===== src/ett_pkg.sv =====
`default_nettype none
package ett_pkg;

  localparam int unsigned ENTRIES_DEFAULT  = 16;
  localparam int unsigned KEY_BITS_DEFAULT = 48;
  localparam int unsigned KEY_FIELD_W      = 48;
  localparam int unsigned TIME_W           = 32;
  localparam int unsigned CNT_W            = 5;
  localparam int unsigned APB_ADDR_W       = 3;
  localparam int unsigned REG_IDX_LSB      = 2;

  localparam logic [CNT_W-1:0]  COUNT_MAX = '1;
  localparam logic [TIME_W-1:0] TTL_RESET = 32'd1;

  localparam logic [1:0] OP_GENERATE = 2'd0;
  localparam logic [1:0] OP_RENEW    = 2'd1;
  localparam logic [1:0] OP_COUNT    = 2'd2;

  localparam logic [0:0] REG_TTL = 1'b0;

  typedef struct packed {
    logic [1:0]             opcode;
    logic [KEY_FIELD_W-1:0] token_key;
    logic [TIME_W-1:0]      current_time;
  } in_word_t;

  typedef struct packed {
    logic [CNT_W-1:0] unexpired_count;
    logic             renew_done;
    logic             table_full;
  } out_word_t;

  typedef struct packed {
    logic key_hit;
    logic hit_live;
    logic free_hit;
  } scan_flags_t;

  typedef enum logic [2:0] {
    ST_CLEAR,
    ST_IDLE,
    ST_SCAN,
    ST_DRAIN,
    ST_FINISH
  } ett_state_t;

endpackage
`default_nettype wire


===== src/ett_table.sv =====
`default_nettype none
module ett_table #(
  parameter int unsigned TABLE_ENTRIES = ett_pkg::ENTRIES_DEFAULT,
  parameter int unsigned KEY_W = ett_pkg::KEY_BITS_DEFAULT,
  localparam int unsigned IDX_W = $clog2(TABLE_ENTRIES)
) (
  input  wire logic                      clk,
  input  wire logic                      rd_en,
  input  wire logic [IDX_W-1:0]          rd_addr,
  output logic                           rd_valid,
  output logic [KEY_W-1:0]               rd_key,
  output logic [ett_pkg::TIME_W-1:0]     rd_stamp,
  input  wire logic                      wr_en,
  input  wire logic [IDX_W-1:0]          wr_addr,
  input  wire logic                      wr_valid,
  input  wire logic [KEY_W-1:0]          wr_key,
  input  wire logic [ett_pkg::TIME_W-1:0] wr_stamp
);
  import ett_pkg::*;

  logic              mem_valid [TABLE_ENTRIES];
  logic [KEY_W-1:0]  mem_key   [TABLE_ENTRIES];
  logic [TIME_W-1:0] mem_stamp [TABLE_ENTRIES];

  always_ff @(posedge clk) begin
    if (wr_en) begin
      mem_valid[wr_addr] <= wr_valid;
      mem_key[wr_addr]   <= wr_key;
      mem_stamp[wr_addr] <= wr_stamp;
    end
  end

  always_ff @(posedge clk) begin
    if (rd_en) begin
      rd_valid <= mem_valid[rd_addr];
      rd_key   <= mem_key[rd_addr];
      rd_stamp <= mem_stamp[rd_addr];
    end
  end

endmodule
`default_nettype wire


===== src/ett_scan.sv =====
`default_nettype none
module ett_scan #(
  parameter int unsigned TABLE_ENTRIES = ett_pkg::ENTRIES_DEFAULT,
  parameter int unsigned KEY_W = ett_pkg::KEY_BITS_DEFAULT,
  localparam int unsigned IDX_W = $clog2(TABLE_ENTRIES)
) (
  input  wire logic                       clk,
  input  wire logic                       rst_n,
  input  wire logic                       start,
  input  wire logic                       issue_v,
  input  wire logic [IDX_W-1:0]           issue_idx,
  input  wire logic                       rd_valid,
  input  wire logic [KEY_W-1:0]           rd_key,
  input  wire logic [ett_pkg::TIME_W-1:0] rd_stamp,
  input  wire logic [KEY_W-1:0]           key_q,
  input  wire logic [ett_pkg::TIME_W-1:0] now_q,
  input  wire logic [ett_pkg::TIME_W-1:0] ttl,
  output ett_pkg::scan_flags_t            flags,
  output logic [IDX_W-1:0]                hit_idx,
  output logic [IDX_W-1:0]                free_idx,
  output logic [ett_pkg::CNT_W-1:0]       live_count
);
  import ett_pkg::*;

  logic              data_v_r;
  logic [IDX_W-1:0]  data_idx_r;
  scan_flags_t       flags_r;
  logic [IDX_W-1:0]  hit_idx_r;
  logic [IDX_W-1:0]  free_idx_r;
  logic [CNT_W-1:0]  count_r;
  logic [TIME_W:0]   expiry;
  logic              live;
  logic              match;

  // The expiry sum is one bit wider so that it never wraps.
  assign expiry = {1'b0, rd_stamp} + {1'b0, ttl};
  assign live   = rd_valid && (expiry > {1'b0, now_q});
  assign match  = rd_valid && (rd_key == key_q);

  always_ff @(posedge clk) begin
    if (!rst_n) begin
      data_v_r <= 1'b0;
    end else begin
      data_v_r <= issue_v;
    end
  end

  always_ff @(posedge clk) begin
    data_idx_r <= issue_idx;
  end

  always_ff @(posedge clk) begin
    if (!rst_n || start) begin
      flags_r <= '0;
      count_r <= '0;
    end else if (data_v_r) begin
      if (match && !flags_r.key_hit) begin
        flags_r.key_hit  <= 1'b1;
        flags_r.hit_live <= live;
      end
      if (!live && !flags_r.free_hit) begin
        flags_r.free_hit <= 1'b1;
      end
      if (live && (count_r != COUNT_MAX)) begin
        count_r <= count_r + CNT_W'(1);
      end
    end
  end

  always_ff @(posedge clk) begin
    if (data_v_r && match && !flags_r.key_hit) begin
      hit_idx_r <= data_idx_r;
    end
    if (data_v_r && !live && !flags_r.free_hit) begin
      free_idx_r <= data_idx_r;
    end
  end

  assign flags      = flags_r;
  assign hit_idx    = hit_idx_r;
  assign free_idx   = free_idx_r;
  assign live_count = count_r;

endmodule
`default_nettype wire


===== src/expiring_token_table_unit.sv =====
`default_nettype none
// Channel   Direction  Handshake               Payload
// in        input      in_valid / in_stall     in_data (opcode, token_key, current_time)
// out       output     out_valid / out_stall   out_data (unexpired_count, renew_done, table_full)
// cfg       input      psel / penable / pready paddr, pwdata, prdata (time_to_live)
//
// Each word is one pass of reads over the slot memory, one slot a cycle, followed by a drain
// and a finish state; no new word is taken until the current word is back in idle.
// After reset a clearing pass over every slot runs before the first word.
// A new word is taken while a finished result waits in the output register.
// A stalled output holds the following result back in its final cycle.
module expiring_token_table_unit #(
  parameter int unsigned TABLE_ENTRIES = ett_pkg::ENTRIES_DEFAULT,
  parameter int unsigned KEY_BITS = ett_pkg::KEY_BITS_DEFAULT
) (
  input  wire logic                           clk,
  input  wire logic                           rst_n,
  input  wire logic                           in_valid,
  output logic                                in_stall,
  input  wire ett_pkg::in_word_t              in_data,
  output logic                                out_valid,
  input  wire logic                           out_stall,
  output ett_pkg::out_word_t                  out_data,
  input  wire logic                           psel,
  input  wire logic                           penable,
  input  wire logic                           pwrite,
  input  wire logic [ett_pkg::APB_ADDR_W-1:0] paddr,
  input  wire logic [31:0]                    pwdata,
  output logic [31:0]                         prdata,
  output logic                                pready
);
  import ett_pkg::*;

  localparam int unsigned IDX_W = $clog2(TABLE_ENTRIES);
  localparam int unsigned KEY_W = (KEY_BITS < KEY_FIELD_W) ? KEY_BITS : KEY_FIELD_W;
  localparam logic [IDX_W-1:0] LAST_IDX = IDX_W'(TABLE_ENTRIES - 1);

  ett_state_t        state_r, state_nxt;
  logic [IDX_W-1:0]  idx_r, idx_nxt;
  logic [1:0]        op_r;
  logic [KEY_W-1:0]  key_r;
  logic [TIME_W-1:0] now_r;
  logic [TIME_W-1:0] ttl_r;
  logic              out_valid_r, out_valid_nxt;
  out_word_t         out_data_r, out_data_nxt;

  logic              accept;
  logic              cfg_write;
  logic              rd_en;
  logic              rd_valid;
  logic [KEY_W-1:0]  rd_key;
  logic [TIME_W-1:0] rd_stamp;
  logic              wr_en;
  logic [IDX_W-1:0]  wr_addr;
  logic              wr_valid;
  scan_flags_t       flags;
  logic [IDX_W-1:0]  hit_idx;
  logic [IDX_W-1:0]  free_idx;
  logic [CNT_W-1:0]  live_count;

  assign in_stall  = (state_r != ST_IDLE);
  assign accept    = in_valid && !in_stall;
  assign out_valid = out_valid_r;
  assign out_data  = out_data_r;

  assign pready    = 1'b1;
  assign cfg_write = psel && penable && pwrite && pready;
  assign prdata    = (paddr[APB_ADDR_W-1:REG_IDX_LSB] == REG_TTL) ? ttl_r : '0;

  always_ff @(posedge clk) begin
    if (!rst_n) begin
      ttl_r <= TTL_RESET;
    end else if (cfg_write && (paddr[APB_ADDR_W-1:REG_IDX_LSB] == REG_TTL)) begin
      ttl_r <= pwdata;
    end
  end

  always_ff @(posedge clk) begin
    if (accept) begin
      op_r  <= in_data.opcode;
      key_r <= in_data.token_key[KEY_W-1:0];
      now_r <= in_data.current_time;
    end
  end

  always_ff @(posedge clk) begin
    if (!rst_n) begin
      state_r     <= ST_CLEAR;
      idx_r       <= '0;
      out_valid_r <= 1'b0;
    end else begin
      state_r     <= state_nxt;
      idx_r       <= idx_nxt;
      out_valid_r <= out_valid_nxt;
    end
  end

  always_ff @(posedge clk) begin
    out_data_r <= out_data_nxt;
  end

  always_comb begin
    state_nxt     = state_r;
    idx_nxt       = idx_r;
    out_valid_nxt = out_valid_r && out_stall;
    out_data_nxt  = out_data_r;
    rd_en         = 1'b0;
    wr_en         = 1'b0;
    wr_addr       = idx_r;
    wr_valid      = 1'b1;
    unique case (state_r)
      ST_CLEAR: begin
        wr_en    = 1'b1;
        wr_valid = 1'b0;
        idx_nxt  = idx_r + IDX_W'(1);
        if (idx_r == LAST_IDX) begin
          idx_nxt   = '0;
          state_nxt = ST_IDLE;
        end
      end
      ST_IDLE: begin
        if (accept) begin
          idx_nxt   = '0;
          state_nxt = ST_SCAN;
        end
      end
      ST_SCAN: begin
        rd_en   = 1'b1;
        idx_nxt = idx_r + IDX_W'(1);
        if (idx_r == LAST_IDX) begin
          idx_nxt   = '0;
          state_nxt = ST_DRAIN;
        end
      end
      ST_DRAIN: begin
        state_nxt = ST_FINISH;
      end
      ST_FINISH: begin
        if (!out_valid_r || !out_stall) begin
          out_valid_nxt = 1'b1;
          out_data_nxt  = '0;
          state_nxt     = ST_IDLE;
          unique case (op_r)
            OP_GENERATE: begin
              wr_en   = flags.key_hit || flags.free_hit;
              wr_addr = flags.key_hit ? hit_idx : free_idx;
              out_data_nxt.table_full = !(flags.key_hit || flags.free_hit);
            end
            OP_RENEW: begin
              wr_en   = flags.key_hit && flags.hit_live;
              wr_addr = hit_idx;
              out_data_nxt.renew_done = flags.key_hit && flags.hit_live;
            end
            OP_COUNT: begin
              out_data_nxt.unexpired_count = live_count;
            end
            default: begin
            end
          endcase
        end
      end
      default: begin
        state_nxt = ST_IDLE;
      end
    endcase
  end

  ett_table #(
    .TABLE_ENTRIES(TABLE_ENTRIES),
    .KEY_W(KEY_W)
  ) u_table (
    .clk(clk),
    .rd_en(rd_en),
    .rd_addr(idx_r),
    .rd_valid(rd_valid),
    .rd_key(rd_key),
    .rd_stamp(rd_stamp),
    .wr_en(wr_en),
    .wr_addr(wr_addr),
    .wr_valid(wr_valid),
    .wr_key(key_r),
    .wr_stamp(now_r)
  );

  ett_scan #(
    .TABLE_ENTRIES(TABLE_ENTRIES),
    .KEY_W(KEY_W)
  ) u_scan (
    .clk(clk),
    .rst_n(rst_n),
    .start(accept),
    .issue_v(rd_en),
    .issue_idx(idx_r),
    .rd_valid(rd_valid),
    .rd_key(rd_key),
    .rd_stamp(rd_stamp),
    .key_q(key_r),
    .now_q(now_r),
    .ttl(ttl_r),
    .flags(flags),
    .hit_idx(hit_idx),
    .free_idx(free_idx),
    .live_count(live_count)
  );

  a_result_after_finish: assert property (@(posedge clk) disable iff (!rst_n)
    $rose(out_valid_r) |-> $past(state_r == ST_FINISH))
    else $error("result appeared outside the final cycle of a word");

  a_no_write_in_scan: assert property (@(posedge clk) disable iff (!rst_n)
    (state_r == ST_SCAN || state_r == ST_DRAIN) |-> !wr_en)
    else $error("slot memory written during a scan");

  a_flags_exclusive: assert property (@(posedge clk) disable iff (!rst_n)
    out_valid_r |-> !(out_data_r.table_full && out_data_r.renew_done))
    else $error("renew and full flags both set");

  a_count_alone: assert property (@(posedge clk) disable iff (!rst_n)
    (out_valid_r && out_data_r.unexpired_count != '0)
      |-> (!out_data_r.renew_done && !out_data_r.table_full))
    else $error("count result carries another flag");

endmodule
`default_nettype wire

===== config.mk =====
export PLATFORM = sky130hd
export DESIGN_NAME = expiring_token_table_unit
export DESIGN_NICKNAME = d
export VERILOG_FILES = /design/src/ett_pkg.sv /design/src/ett_table.sv /design/src/ett_scan.sv /design/src/expiring_token_table_unit.sv
export SDC_FILE = /design/constraint.sdc
export NUM_CORES = 2
export LEC_CHECK = 0
export ABC_AREA = 1
export ABC_CLOCK_PERIOD_IN_PS = 16600
export BUFFER_PORTS_ARGS = -buffer_cell sky130_fd_sc_hd__buf_2
export CORE_ASPECT_RATIO = 0.7
export CORE_MARGIN = 10
export CORE_UTILIZATION = 40
export DETAILED_ROUTE_END_ITERATION = 7
export PLACE_DENSITY = 0.65
export RECOVER_POWER = 100
export REMOVE_ABC_BUFFERS = 1
export SETUP_SLACK_MARGIN = 0.1
export SLEW_MARGIN = 20
export SYNTH_ARGS = -nofsm -noshare
export SYNTH_HDL_FRONTEND = slang
export SYNTH_SLANG_ARGS = --single-unit
export TNS_END_PERCENT = 50

===== constraint.sdc =====
create_clock -name clk -period 16.6 [get_ports clk]
set_input_delay 0 -clock clk [delete_from_list [all_inputs] [get_ports clk]]
set_output_delay 0 -clock clk [all_outputs]
set_load 0.05 [all_outputs]

==> reports/qor.csv <==
stage;metric;value;unit
pwr;peakVddDrop;0.109;mV
die;die_area;172000;um^2
sta;finalClockSkew;0.0258;ns
die;die_y;350;um
synth;yosysMostFrequentCell;edfxtp_1;
sta;relSlewSlack;-2.25;
final_layout;syn2layout_area_growth;15.1;%
critical_path;start_kind;flop;
final_layout;utilization;0.462;
route;wl_per_cell;21.8;um
route;routed_wl;153000;um
route;vias;36900;
synth;yosysTopAreaCellShare;0.711;
critical_path;reg2reg_to;u_table.rd_key[25];
synth;synthDistinctLibCells;51;
synth;yosys.area.top_type;edfxtp_1;
die;num_rows;121;
die;num_io_pins;166;
synth;async_reset_ff_frac;0;
clock_tree;clock_path_buffers;3;
global_routing;grtUsageTotal;0.171;
global_routing;grt_max_degree;208;
synth;ys_top_cells_by_count;edfxtp_1, inv_1, o21ai_0;
global_routing;antenna_found_initial;6;
clock_tree;ctsRootBufferMaster;clkbuf_16;
clock_tree;cts_tree;yes;
critical_path;crit_family;buffers and inverters;
die;core_area;155000;um^2
run_status;violations;capacitance limit, slew limit;
die;chipWidth;492;um
route;dr.first_iter.drc_count;3592;
pwr;totalPowerFinal;0.00801;W
route;ant_nets;0;
critical_path;crit_slowest_cell;clkinvlp_2;
flow_run;cap_violations;43;
synth;synth_edf_count;1474;
critical_path;crit-reg2reg-launch;idx_r[1];
sta;fmax;105;MHz
sta;fin_crit;9.48;ns
place;port_buffers;162;
critical_path;arrival;10.09;ns
critical_path;cp_num_buf_inv;2;
place;place_hpwl;76300;um
synth;synthCells;4471;
synth;ys_seq_area_frac;0.728;
final_layout;drive_above_1_share;0.0762;
sta;final.setup.tns;0;ns
synth;syn_area;62300;um^2
route;route.detailed.drc;0;
critical_path;crit_type;flop to flop;
critical_path;reg2reg_depth;5;
global_routing;grt_overflow;0;
synth;synth_seq_cells;1527;
hold_path;hp-class;input port to flop;
die;start_util;0.402;
synth;ys_warn_count;0;
final_layout;final_nets;5006;
run_status;outcome;complete, but fails checks;
hold_path;holdCritStartpoint;in_data[72];
clock_tree;htreeDepth;4;
global_routing;grt_pass1_vias;35100;
critical_path;critical_path.startpoint;idx_r[1];
critical_path;cp.required;17.21;ns
clock_tree;clkSinkCount;1527;
sta;post-route-period-util;0.571;
hold_path;min_path_cells;2;
critical_path;critical_path.max_fanout;196;
final_layout;fin_area;71600;um^2
clock_tree;cts_inserted_buffers;140;
synth;synth_area_leaders;edfxtp_1, mux2i_1, o211ai_1, o21ai_0, a21oi_1;
route;drtPass1Iterations;5;
route;viasPerCell;5.26;
critical_path;slowest_delay;5.08;ns
global_routing;grt_pass1_wl;226000;um
synth;avgSynthCellArea;13.9;um^2
place;place_congestion;0.841;
sta;rsz0062_at_grt;false;
sta;drv_slew;1815;
critical_path;r2r_slack;7.12;ns
clock_tree;clk_pin_slew;0.07;ns
sta;worst_slew_pin_slew;4.85;ns
clock_tree;worst_skew_pair.late_latency;0.78;ns
critical_path;crit_chain;clkinvlp_2 -> buf_12 -> o21ai_0 -> o211ai_1 -> nand2_1;
place;placed_cell_area;65300;um^2
sta;setup_violations;0;
pwr;p_leak;24.8;nW
hold_path;min_to;key_r[40];
critical_path;end_kind;flop;
pwr;powerDensity;112;nW/um^2
sta;finalHoldViolations;0;
synth;synth-main-ff-cell;edfxtp_1;
cell families (layout without fill, tap and decap cells):
family,Yosys count,count (layout),synth area share
xor+xnor,63,63,0.00886
buf+inv,731,1182,0.0456
flops,1527,1527,0.728
fa+ha+maj,68,68,0.0138
compound gates,1265,1265,0.117
simple gates,492,492,0.0345
other cells,1,2,0.0000602
mux,324,324,0.0521
cell usage in the layout (no fill, tap or decap), types with 7 or more instances in the layout:
cell           netlist  routed
xnor2_1             22      22
nand3_1             83      84
o22ai_1             12      12
clkbuf_16            0     145
clkbuf_1           164     122
o21ai_1             30      28
mux2i_1            324     324
o21ai_0            450     454
buf_4                4      16
nand4_1              8       8
nor2_4               3      14
edfxtp_1          1474    1474
o211ai_1           327     327
a21oi_2              7       7
a21o_1               7       7
ha_1                67      67
nand2_1            235     235
dfxtp_1             53      52
buf_2               62     100
nor2_1             118     109
inv_1              477     475
a21oi_1            407     407
xor2_1              41      41
dlygate4sd3_1        0     227
clkinv_1             1      29
nor3_1              10      10
nand2_2              7       7
bufinv_16            0       8
clkinv_2             1      34
layout make-up:
| class | instances | area (um^2) |
|---|---|---|
| diodes | 1 | 2.50 |
| well taps | 2091 | 2620 |
| repair buffers | 448 | 3350 |
| clock buffers | 166 | 3710 |
| clock inverters | 84 | 661 |
| flip-flops and latches | 1527 | 45300 |
| inverters | 484 | 1830 |
| multi-input cells | 2213 | 14200 |
| fillers | 13600 | 83400 |
routing by layer:
| metal | global-route usage | up-vias | part of all wire |
|---|---|---|---|
| met3 | 0.0318 | 202 | 0.073 |
| met5 | 0 | - | 0 |
| met2 | 0.270 | 1245 | 0.46 |
| li1 | - | 17200 | - |
| met4 | 0.0477 | 0 | 0.022 |
| met1 | 0.244 | 18200 | 0.45 |
what timing repair did:
item | in CTS | in global routing
buffers inserted | 0 | 0
resized for setup | 0 | 0
hold endpoints to repair | 166 | 0
setup endpoints to repair | 0 | 0
hold buffers | 227 | 0
state kept, by name, indices dropped and copies added, names as in the netlist, 3 cells and up:
name / count
u_table.rd_key: 48
u_table.mem_stamp: 512
state_r: 3
now_r: 32
key_r: 48
out_data: 7
idx_r: 4
u_scan.data_idx_r: 4
u_scan.free_idx: 4
u_scan.flags: 3
u_table.mem_valid: 16
u_scan.live_count: 5
u_table.rd_stamp: 32
u_scan.hit_idx: 4
ttl_r: 32
u_table.mem_key: 768
power breakdown:
group	switching (W)	total (W)	internal [W]	leakage [nW]
combinational	0.000374	0.000582	0.000208	8.81
clock	0.00141	0.00314	0.00173	2.16
sequential	0.0000263	0.00429	0.00427	13.8
total	0.00181	0.00801	0.00620	24.8
worst max-delay path by stage:
stage / endpoint / slack, ns / depth (start not counted)
detailed placement: u_scan.free_idx[3] / 12.39 / 21
floorplan: u_table.mem_key[1][0] / -9.55 / 4
global placement: u_scan.free_idx[1] / 12.40 / 22
global route: u_table.rd_key[25] / 6.30 / 5
finish: u_table.rd_key[25] / 7.12 / 5
CTS: u_table.mem_stamp[6][5] / 12.34 / 11
through the flow:
stage	std cells	worst slack [ns]	hold slack (ns)
after floorplan	4224	-9.55	0.0986
after global placement	6536	12.40	0.176
after detailed placement	6536	12.39	0.178
after CTS	7013	12.34	0.0115
after global routing	7014	6.30	0.0423
final	7014	7.12	0.0566
No activity file was read; power rests on OpenSTA's default activity.
